**src/hw/rtl/gslm_pkg.sv**
```systemverilog
// Package for the gated sound level meter: widths, register indexes and reset values.
package gslm_pkg;

	localparam int SAMPLE_BITS_DEF       = 12;
	localparam int WINDOW_COUNT_BITS_DEF = 20;

	localparam int GATE_W     = 12;
	localparam int LEN_W      = 8;
	localparam int ALERT_W    = 12;
	localparam int GAIN_W     = 16;
	localparam int OFFSET_W   = 20;
	localparam int LEVEL_W    = 12;
	localparam int COUNT_W    = 8;
	localparam int CFG_DATA_W = 20;
	localparam int CFG_ADDR_W = 3;
	localparam int FRAC_W     = 16;
	localparam int MUL_W      = 32;

	typedef logic [CFG_ADDR_W-1:0] cfg_addr_t;

	localparam cfg_addr_t REG_GATE_THRESHOLD = 3'd0;
	localparam cfg_addr_t REG_WINDOW_LENGTH  = 3'd1;
	localparam cfg_addr_t REG_ALERT_LEVEL    = 3'd2;
	localparam cfg_addr_t REG_LOG_GAIN       = 3'd3;
	localparam cfg_addr_t REG_LEVEL_OFFSET   = 3'd4;

	localparam logic [GATE_W-1:0]   GATE_RESET   = 12'd1350;
	localparam logic [LEN_W-1:0]    LENGTH_RESET = 8'd100;
	localparam logic [ALERT_W-1:0]  ALERT_RESET  = 12'd1120;
	localparam logic [GAIN_W-1:0]   GAIN_RESET   = 16'd24745;
	localparam logic [OFFSET_W-1:0] OFFSET_RESET = 20'd168315;

	// ln 2 in Q.16
	localparam logic [MUL_W-1:0] LN2_Q16 = 32'd45426;
	localparam logic [LEVEL_W-1:0] LEVEL_MAX = 12'd4095;

endpackage

```
**src/hw/rtl/gated_sound_level_meter_top.sv**
```systemverilog
// Gated sound level meter: windowed gated mean, log level and running average.
//
//  channel   handshake              payload
//  in        in_valid / in_ready    sample
//  out       out_valid / out_ready  current_level, average_level, samples_used,
//                                   no_signal, alert
//  cfg       cfg_we                 cfg_addr, cfg_wdata
//
// A sample that does not close a window is taken in ST_IDLE. A sample that
// closes a window with gated samples runs, in order: a one-bit-per-cycle
// restoring divider for the mean (SAMPLE_BITS+16 steps), a leading-one search,
// sixteen squarings on one shared 32x32 multiplier (a multiply state and an
// update state each), two more products, and twelve steps of the same divider
// for the running average. An empty window skips all of this and goes straight
// to ST_EMIT. Reset is asynchronous and needs no clearing pass. A waiting result
// blocks only the next window close.
module gated_sound_level_meter_top #(
	parameter int SAMPLE_BITS       = gslm_pkg::SAMPLE_BITS_DEF,
	parameter int WINDOW_COUNT_BITS = gslm_pkg::WINDOW_COUNT_BITS_DEF
) (
	input  logic                            clk,
	input  logic                            arst_n,
	input  logic                            in_valid,
	output logic                            in_ready,
	input  logic [SAMPLE_BITS-1:0]          sample,
	output logic                            out_valid,
	input  logic                            out_ready,
	output logic [gslm_pkg::LEVEL_W-1:0]    current_level,
	output logic [gslm_pkg::LEVEL_W-1:0]    average_level,
	output logic [gslm_pkg::COUNT_W-1:0]    samples_used,
	output logic                            no_signal,
	output logic                            alert,
	input  logic                            cfg_we,
	input  gslm_pkg::cfg_addr_t             cfg_addr,
	input  logic [gslm_pkg::CFG_DATA_W-1:0] cfg_wdata
);
	import gslm_pkg::*;

	localparam int SUM_W = SAMPLE_BITS + COUNT_W;
	localparam int QW    = SAMPLE_BITS + FRAC_W;
	localparam int RW    = WINDOW_COUNT_BITS;
	localparam int TW    = LEVEL_W + WINDOW_COUNT_BITS;
	localparam int CW    = (SAMPLE_BITS > GATE_W) ? SAMPLE_BITS : GATE_W;
	localparam int CNT_W = $clog2(QW + 1);
	localparam int PROD_W = 2 * MUL_W;
	localparam int LV_W  = 52;

	localparam logic [3:0] ST_IDLE     = 4'd0;
	localparam logic [3:0] ST_DIV      = 4'd1;
	localparam logic [3:0] ST_NORM     = 4'd2;
	localparam logic [3:0] ST_SQ_MUL   = 4'd3;
	localparam logic [3:0] ST_SQ_UPD   = 4'd4;
	localparam logic [3:0] ST_MUL_K    = 4'd5;
	localparam logic [3:0] ST_MUL_P    = 4'd6;
	localparam logic [3:0] ST_LEVEL    = 4'd7;
	localparam logic [3:0] ST_AVG_LOAD = 4'd8;
	localparam logic [3:0] ST_AVG_DIV  = 4'd9;
	localparam logic [3:0] ST_EMIT     = 4'd10;

	logic [3:0]             state_q;

	logic [GATE_W-1:0]      gate_q;
	logic [LEN_W-1:0]       length_q;
	logic [ALERT_W-1:0]     alert_level_q;
	logic [GAIN_W-1:0]      gain_q;
	logic [OFFSET_W-1:0]    offset_q;

	logic [SUM_W-1:0]       sum_q;
	logic [COUNT_W-1:0]     count_q;
	logic [LEN_W-1:0]       pos_q;
	logic [TW-1:0]          total_q;
	logic [RW-1:0]          windows_q;

	logic [RW-1:0]          rem_q;
	logic [QW-1:0]          div_sh_q;
	logic [RW-1:0]          divisor_q;
	logic [CNT_W-1:0]       cnt_q;
	logic [MUL_W-1:0]       m_q;
	logic [4:0]             p_q;
	logic [FRAC_W-1:0]      frac_q;
	logic [PROD_W-1:0]      prod_q;
	logic [LEVEL_W-1:0]     level_q;
	logic [LEVEL_W-1:0]     avg_q;
	logic [COUNT_W-1:0]     used_q;
	logic                   empty_q;

	logic                   out_valid_q;
	logic [LEVEL_W-1:0]     cur_out_q;
	logic [LEVEL_W-1:0]     avg_out_q;
	logic [COUNT_W-1:0]     used_out_q;
	logic                   no_signal_q;
	logic                   alert_q;

	// gated accumulation
	logic [CW-1:0]          s_ext;
	logic [CW-1:0]          gate_eff;
	logic                   pass;
	logic [SUM_W-1:0]       sum_next;
	logic [COUNT_W-1:0]     count_next;
	logic [LEN_W:0]         pos_next;
	logic [LEN_W:0]         len_eff;
	logic                   win_end;
	logic                   in_xfer;

	// shared divider step
	logic [RW:0]            trial;
	logic                   ge;
	logic [RW:0]            trial_diff;
	logic [RW-1:0]          rem_next;

	// shared multiplier
	logic [MUL_W-1:0]       mul_a;
	logic [MUL_W-1:0]       mul_b;
	logic [PROD_W-1:0]      mul_p;

	// squaring step
	logic [MUL_W:0]         sq_t;

	// level
	logic [LV_W-1:0]        lv_p;
	logic [LV_W-1:0]        lv_o;
	logic [LV_W:0]          lv_d;
	logic [LV_W-36:0]       lv_raw;
	logic [LEVEL_W-1:0]     lv_sat;

	// average numerator
	logic [TW-1:0]          avg_num;

	logic                   out_free;

	assign in_ready = (state_q == ST_IDLE);
	assign in_xfer  = in_valid && in_ready;

	assign s_ext    = CW'(sample);
	assign gate_eff = CW'(gate_q) & CW'({SAMPLE_BITS{1'b1}});
	assign pass     = s_ext > gate_eff;

	assign sum_next   = pass ? (sum_q + SUM_W'(sample)) : sum_q;
	assign count_next = pass ? (count_q + COUNT_W'(1)) : count_q;
	assign pos_next   = {1'b0, pos_q} + (LEN_W+1)'(1);
	assign len_eff    = (length_q == '0) ? (LEN_W+1)'(1) : {1'b0, length_q};
	assign win_end    = pos_next >= len_eff;

	assign trial      = {rem_q, div_sh_q[QW-1]};
	assign trial_diff = trial - {1'b0, divisor_q};
	assign ge         = trial >= {1'b0, divisor_q};
	assign rem_next   = ge ? trial_diff[RW-1:0] : trial[RW-1:0];

	always_comb begin
		unique case (state_q)
			ST_SQ_MUL: begin
				mul_a = m_q;
				mul_b = m_q;
			end
			ST_MUL_K: begin
				mul_a = MUL_W'(gain_q);
				mul_b = LN2_Q16;
			end
			ST_MUL_P: begin
				mul_a = prod_q[MUL_W-1:0];
				mul_b = MUL_W'({p_q[3:0], frac_q});
			end
			default: begin
				mul_a = '0;
				mul_b = '0;
			end
		endcase
	end

	assign mul_p = PROD_W'(mul_a) * PROD_W'(mul_b);

	assign sq_t = prod_q[PROD_W-1:MUL_W-1];

	// level = (gain*ln - offset + 2^35) >> 36, rounded half up
	assign lv_p   = prod_q[LV_W-1:0];
	assign lv_o   = {offset_q, {MUL_W{1'b0}}};
	assign lv_d   = {1'b0, lv_p} - {1'b0, lv_o} + (LV_W+1)'(64'h8_0000_0000);
	assign lv_raw = lv_d[LV_W:36];
	assign lv_sat = (lv_p <= lv_o) ? '0 :
		((lv_raw > (LV_W-35)'(LEVEL_MAX)) ? LEVEL_MAX : lv_raw[LEVEL_W-1:0]);

	assign avg_num = total_q + TW'(windows_q >> 1);

	assign out_free = !out_valid_q || out_ready;

	always_ff @(posedge clk or negedge arst_n) begin
		if (!arst_n) begin
			state_q       <= ST_IDLE;
			gate_q        <= GATE_RESET;
			length_q      <= LENGTH_RESET;
			alert_level_q <= ALERT_RESET;
			gain_q        <= GAIN_RESET;
			offset_q      <= OFFSET_RESET;
			sum_q         <= '0;
			count_q       <= '0;
			pos_q         <= '0;
			total_q       <= '0;
			windows_q     <= '0;
			rem_q         <= '0;
			div_sh_q      <= '0;
			divisor_q     <= '0;
			cnt_q         <= '0;
			m_q           <= '0;
			p_q           <= '0;
			frac_q        <= '0;
			prod_q        <= '0;
			level_q       <= '0;
			avg_q         <= '0;
			used_q        <= '0;
			empty_q       <= 1'b0;
			out_valid_q   <= 1'b0;
			cur_out_q     <= '0;
			avg_out_q     <= '0;
			used_out_q    <= '0;
			no_signal_q   <= 1'b0;
			alert_q       <= 1'b0;
		end else begin
			if (cfg_we) begin
				unique case (cfg_addr)
					REG_GATE_THRESHOLD: gate_q        <= cfg_wdata[GATE_W-1:0];
					REG_WINDOW_LENGTH:  length_q      <= cfg_wdata[LEN_W-1:0];
					REG_ALERT_LEVEL:    alert_level_q <= cfg_wdata[ALERT_W-1:0];
					REG_LOG_GAIN:       gain_q        <= cfg_wdata[GAIN_W-1:0];
					REG_LEVEL_OFFSET:   offset_q      <= cfg_wdata[OFFSET_W-1:0];
					default: ;
				endcase
			end

			// load a new result, or drop the old one once it is taken
			if (state_q == ST_EMIT && out_free)
				out_valid_q <= 1'b1;
			else if (out_ready)
				out_valid_q <= 1'b0;

			unique case (state_q)
				ST_IDLE: begin
					if (in_xfer) begin
						if (win_end) begin
							sum_q     <= '0;
							count_q   <= '0;
							pos_q     <= '0;
							used_q    <= count_next;
							// mean = sum * 2^16 / count; high quotient bits are zero
							rem_q     <= RW'(sum_next[SUM_W-1:SAMPLE_BITS]);
							div_sh_q  <= {sum_next[SAMPLE_BITS-1:0], {FRAC_W{1'b0}}};
							divisor_q <= RW'(count_next);
							cnt_q     <= CNT_W'(QW);
							if (count_next == '0) begin
								empty_q <= 1'b1;
								level_q <= '0;
								state_q <= ST_EMIT;
							end else begin
								empty_q <= 1'b0;
								state_q <= ST_DIV;
							end
						end else begin
							sum_q   <= sum_next;
							count_q <= count_next;
							pos_q   <= pos_next[LEN_W-1:0];
						end
					end
				end
				ST_DIV: begin
					rem_q    <= rem_next;
					div_sh_q <= {div_sh_q[QW-2:0], ge};
					cnt_q    <= cnt_q - CNT_W'(1);
					if (cnt_q == CNT_W'(1)) begin
						m_q     <= MUL_W'({div_sh_q[QW-2:0], ge});
						p_q     <= 5'd31;
						state_q <= ST_NORM;
					end
				end
				ST_NORM: begin
					// find the leading one, stopping at the integer bit
					if (p_q > 5'd16 && !m_q[MUL_W-1]) begin
						m_q <= {m_q[MUL_W-2:0], 1'b0};
						p_q <= p_q - 5'd1;
					end else begin
						cnt_q   <= CNT_W'(FRAC_W);
						frac_q  <= '0;
						state_q <= ST_SQ_MUL;
					end
				end
				ST_SQ_MUL: begin
					prod_q  <= mul_p;
					state_q <= ST_SQ_UPD;
				end
				ST_SQ_UPD: begin
					if (sq_t[MUL_W]) begin
						m_q    <= sq_t[MUL_W:1];
						frac_q <= {frac_q[FRAC_W-2:0], 1'b1};
					end else begin
						m_q    <= sq_t[MUL_W-1:0];
						frac_q <= {frac_q[FRAC_W-2:0], 1'b0};
					end
					cnt_q <= cnt_q - CNT_W'(1);
					if (cnt_q == CNT_W'(1))
						state_q <= ST_MUL_K;
					else
						state_q <= ST_SQ_MUL;
				end
				ST_MUL_K: begin
					prod_q  <= mul_p;
					state_q <= ST_MUL_P;
				end
				ST_MUL_P: begin
					prod_q  <= mul_p;
					state_q <= ST_LEVEL;
				end
				ST_LEVEL: begin
					level_q <= lv_sat;
					// hold the running totals once the window count is full
					if (windows_q != '1) begin
						total_q   <= total_q + TW'(lv_sat);
						windows_q <= windows_q + RW'(1);
					end
					state_q <= ST_AVG_LOAD;
				end
				ST_AVG_LOAD: begin
					// average is below 2^12, so only twelve quotient bits are needed
					rem_q     <= avg_num[TW-1:LEVEL_W];
					div_sh_q  <= {avg_num[LEVEL_W-1:0], {(QW-LEVEL_W){1'b0}}};
					divisor_q <= windows_q;
					cnt_q     <= CNT_W'(LEVEL_W);
					state_q   <= ST_AVG_DIV;
				end
				ST_AVG_DIV: begin
					rem_q    <= rem_next;
					div_sh_q <= {div_sh_q[QW-2:0], ge};
					cnt_q    <= cnt_q - CNT_W'(1);
					if (cnt_q == CNT_W'(1)) begin
						avg_q   <= {div_sh_q[LEVEL_W-2:0], ge};
						state_q <= ST_EMIT;
					end
				end
				ST_EMIT: begin
					if (out_free) begin
						cur_out_q   <= level_q;
						avg_out_q   <= avg_q;
						used_out_q  <= used_q;
						no_signal_q <= empty_q;
						alert_q     <= !empty_q && (level_q > alert_level_q);
						state_q     <= ST_IDLE;
					end
				end
				default: state_q <= ST_IDLE;
			endcase
		end
	end

	assign out_valid     = out_valid_q;
	assign current_level = cur_out_q;
	assign average_level = avg_out_q;
	assign samples_used  = used_out_q;
	assign no_signal     = no_signal_q;
	assign alert         = alert_q;

endmodule

```
**config.mk**
```make
export PLATFORM = sky130hd
export DESIGN_NAME = gated_sound_level_meter_top
export DESIGN_NICKNAME = d
export VERILOG_FILES = /design/src/hw/rtl/gslm_pkg.sv /design/src/hw/rtl/gated_sound_level_meter_top.sv
export SDC_FILE = /design/constraint.sdc
export NUM_CORES = 2
export LEC_CHECK = 0
export ABC_AREA = 1
export BUFFER_PORTS_ARGS = -buffer_cell sky130_fd_sc_hd__buf_4
export CAP_MARGIN = 40
export CORE_MARGIN = 5
export CORE_UTILIZATION = 35
export DETAILED_ROUTE_END_ITERATION = 12
export PLACE_DENSITY = 0.52
export SYNTH_ARGS = -nofsm -noshare
export SYNTH_HDL_FRONTEND = slang
export SYNTH_SLANG_ARGS = --single-unit
```
**constraint.sdc**
```tcl
create_clock -name clk -period 14.6 [get_ports clk]
set_input_delay 0.73 -clock clk [delete_from_list [all_inputs] [get_ports clk]]
set_output_delay 0.73 -clock clk [all_outputs]
set_load 0.02 [all_outputs]
```
==> reports/qor.tcl <==
set qor(outcome) {finished, final reports clean}
set qor(syn_inst) 8301
set qor(share_of_final_layout_standard_cells_stronger_than_drive_strength_1_pct) 5.411
set qor(post-cts-setup-buffers) 0
set qor(worst_clock_skew_ns) 0.03020
set qor(power.ir.vdd_worst_mv) 0.1831
set qor(worstPathRequired_ns) 15.14
set qor(synth_top_cells_by_area) {sky130_fd_sc_hd__fa_1 (29%), sky130_fd_sc_hd__dfrtp_1 (16%), sky130_fd_sc_hd__nand2_1 (13%)}
set qor(clockPowerShare_pct) 19.3
set qor(post_cts_hold_buffer_count) 0
set qor(routed-via-count) 53040
set qor(tritoncts) {done}
set qor(p_comb_share_pct) 57.6
set qor(fillerInstances) 18810
set qor(antenna_left) 0
set qor(avgSynthCellArea_sq_um) 7.517
set qor(synthMostInstantiatedCell) {sky130_fd_sc_hd__nand2_1}
set qor(cp-start-kind) {register}
set qor(clockRootBuffer) {sky130_fd_sc_hd__clkbuf_16}
set qor(pwr-share-seq_pct) 23.0
set qor(power.leakage_uw) 0.03686
set qor(report.final.hold_viol_count) 0
set qor(clk-insertion-delay-late_ns) 0.64
set qor(grt_usage_pct) 23.90
set qor(worstSetupPathType) {register to register}
set qor(synth-seq-cells) 418
set qor(fin_crit_sh_pct) 69.13
set qor(post_drt_wl_per_cell_um) 20.90
set qor(antenna_found_initial) 4
set qor(critical_path_arrival_ns) 10.63
set qor(synth_flop_cell) {sky130_fd_sc_hd__dfrtp_1}
set qor(mappedNetlistArea_sq_um) 62400
set qor(share_of_flip_flops_with_an_asynchronous_set_or_reset_pct) 100.0
set qor(totalWireLength_mm) 222.7
set qor(drt_pre_antenna_iters) 6
set qor(final_critical_path_setup_slack_ns) 4.508
set qor(path_common_cell) {sky130_fd_sc_hd__fa_1}
set qor(worst_setup_hold_path_clk_slew_ns) 0.06
set qor(final-max-slew-violation-count) 0
set qor(yosys.cell_types.count) 63
set qor(p_int_uw) 3560
set qor(relSlewSlack_pct) 41.04
set qor(grt_max_degree) 78
set qor(drtIter0Drc) 3667
set qor(power.density_cell_area_nw_per_um2) 109.7
set qor(post-synth-top-area-fraction_pct) 29.16
set qor(total_switching_power_uw) 3858
set qor(finish.net_count) 9654
set qor(synthesis.yosys.warnings) 0
set qor(critical_path.slowest_cell) {sky130_fd_sc_hd__fa_1}
set qor(fin_hold_ws_ns) 0.06749
set qor(routed_via_density) 4.978
set qor(worst_pin_slew_ns) 0.8831
set qor(register_area_sq_um) 10490
set qor(multiInputGateArea_sq_um) 43220
set qor(io_pins) 76
set qor(timing.max_cap.violations) 0
set qor(cts-htree-levels) 2
set qor(setup_repair_after_global_routing_missed_its_margin) {no}
set qor(post_cts_resized) 0
set qor(cts_sinks) 418
set qor(hold_path_class) {input port to async pin}
set qor(switching_share_pct) 52.01
set qor(synth_commonest_cells) {sky130_fd_sc_hd__nand2_1 (2139), sky130_fd_sc_hd__inv_1 (1976), sky130_fd_sc_hd__fa_1 (909)}
set qor(crit_path_max_incr_delay_ns) 0.58
set qor(number_of_enable_type_register_cells_in_the_synthesized_netlist) 0
set qor(clock_tree.buffer_depth) 3
set qor(floorplan.rows) 155
set qor(grt_overflow_total) 0
set qor(tritoncts.num_buffers) 53
set qor(die_height_um) 432.2
set qor(syn-num-nets) 9702
set qor(start_util_pct) 35.09
set qor(crit_fanout) 29
set qor(grt_first_pass_wirelength_mm) 341.2
set qor(layout_min_cycle_time_ns) 10.09
set qor(core-area_sq_um) 177800
set qor(dpl_worst_slack_ns) 4.550
set qor(synth-seq-area-share_pct) 16.82
set qor(place_congestion) 0.9760
set qor(finalSetupViolations) 0
set qor(layout_stage_area_growth_over_the_synthesis_result_pct) 8.342
set qor(count_of_unresolved_drc_violations_after_routing) 0
set qor(number_of_global_route_vias_before_repair) 55520
set qor(crit_path_end_kind) {register}
set qor(io_buffer_count) 75
set qor(hpwlAfterDp_mm) 182.6
set qor(design.die.area_sq_um) 186800
set qor(synthDominantAreaCellType) {sky130_fd_sc_hd__fa_1}
set qor(setup-tns-final_ns) 0
set qor(chipWidth_um) 432.2
set qor(fmax_mhz) 99.08
worst max-delay path: cells and delay by family, from the launching register on:
| family | cells | cell delay [ns] |
|---|---|---|
| flip-flops | 1 | 0.44 |
| buffers and inverters | 9 | 1.98 |
| adder cells (fa/ha/maj) | 9 | 4.38 |
| AO/OA/AOI/OAI | 7 | 1.60 |
| AND/OR/NAND/NOR | 7 | 1.52 |
final cells by class:
class / instances / share of cell area (%)
timing repair buffer: 177 / 2.128
inverter: 2025 / 11.24
clock inverter: 25 / 0.4979
antenna: 1 / 0.003702
multi-input combinational: 5578 / 63.94
clock buffer: 75 / 2.306
tap: 2355 / 4.359
sequential: 418 / 15.52
layout by cell type (no fill, tap or decap), drive strengths merged, types with 11 or more instances in the layout:
master and n:
nand2 2143, inv 2025, fa 909, nor2 545, ha 452, o21ai 442, dfrtp 391, nand3 264
a21oi 260, buf 177, clkbuf 75, xor2 71, o22ai 69, nand4 65, nor3 54, xnor2 45
o21bai 37, o221ai 30, dfstp 27, or2 26, o211ai 25, a31oi 24, a21o 23, nor4 16
clkinv 15, o21a 11
sequential cells by signal (all words and copies together) (netlist names), 12 cells and up:
signal         flops
alert_level_q     12
average_level     12
avg_q             12
current_level     12
div_sh_q          28
divisor_q         20
frac_q            16
gain_q            16
gate_eff          12
level_q           12
m_q               32
offset_q          20
prod_q            64
rem_q             20
sum_q             20
total_q           32
windows_q         20
kinds of logic after synthesis:
kind of cell / Yosys count / synth area share (%)
adders and majority gates: 1361 / 38.23
AOI/OAI and AO/OA: 965 / 8.861
buffers and inverters: 2305 / 14.20
and+or+nand+nor: 3136 / 20.26
DFF: 418 / 16.82
xor gates and xnor gates: 116 / 1.628
metrics by stage:
| stage | instances | area, sq um | util, % | power (uW) |
|---|---|---|---|---|
| after global routing | 10650 | 67600 | 38.01 | 7999 |
| after detailed placement | 10550 | 65700 | 36.95 | 5969 |
| after floorplan | 8301 | 62400 | - | 4449 |
| after CTS | 10650 | 67600 | 38.01 | 7444 |
| after global placement | 10540 | 65530 | 36.85 | 5934 |
| final | 10650 | 67600 | 38.01 | 7418 |
power by group through the flow:
stage / sequential, uW / clock (uW) / combinational, uW
after floorplan: 1660 / 0 / 2790
after global placement: 1720 / 0 / 4210
after detailed placement: 1720 / 0 / 4250
after CTS: 1710 / 1470 / 4270
after global routing: 1740 / 1520 / 4740
final: 1710 / 1430 / 4270
routing by layer:
metal  vias up  GRT usage, %  wire (um)
li1      24810             -          -
met4         0         7.291       8086
met3       290         2.331       9705
met5         -             0          0
met1     26630         30.55      93470
met2      1311         42.72     111500
final timing paths:
path | from | endpoint | slack, ns | cells after the start
worst max-delay path | state_q[2] | prod_q[37] | 4.51 | 32
worst min-delay path | arst_n | rem_q[19] | 0.07 | 1
worst max register to register | state_q[2] | prod_q[37] | 4.51 | 32
worst min register to register | used_q[4] | samples_used[4] | 0.48 | 2
max in group asynchronous | arst_n | gate_eff[2] | 11.94 | 6
min in group clk | cfg_wdata[16] | offset_q[16] | 0.38 | 3
(Power assumes the default switching activity.)
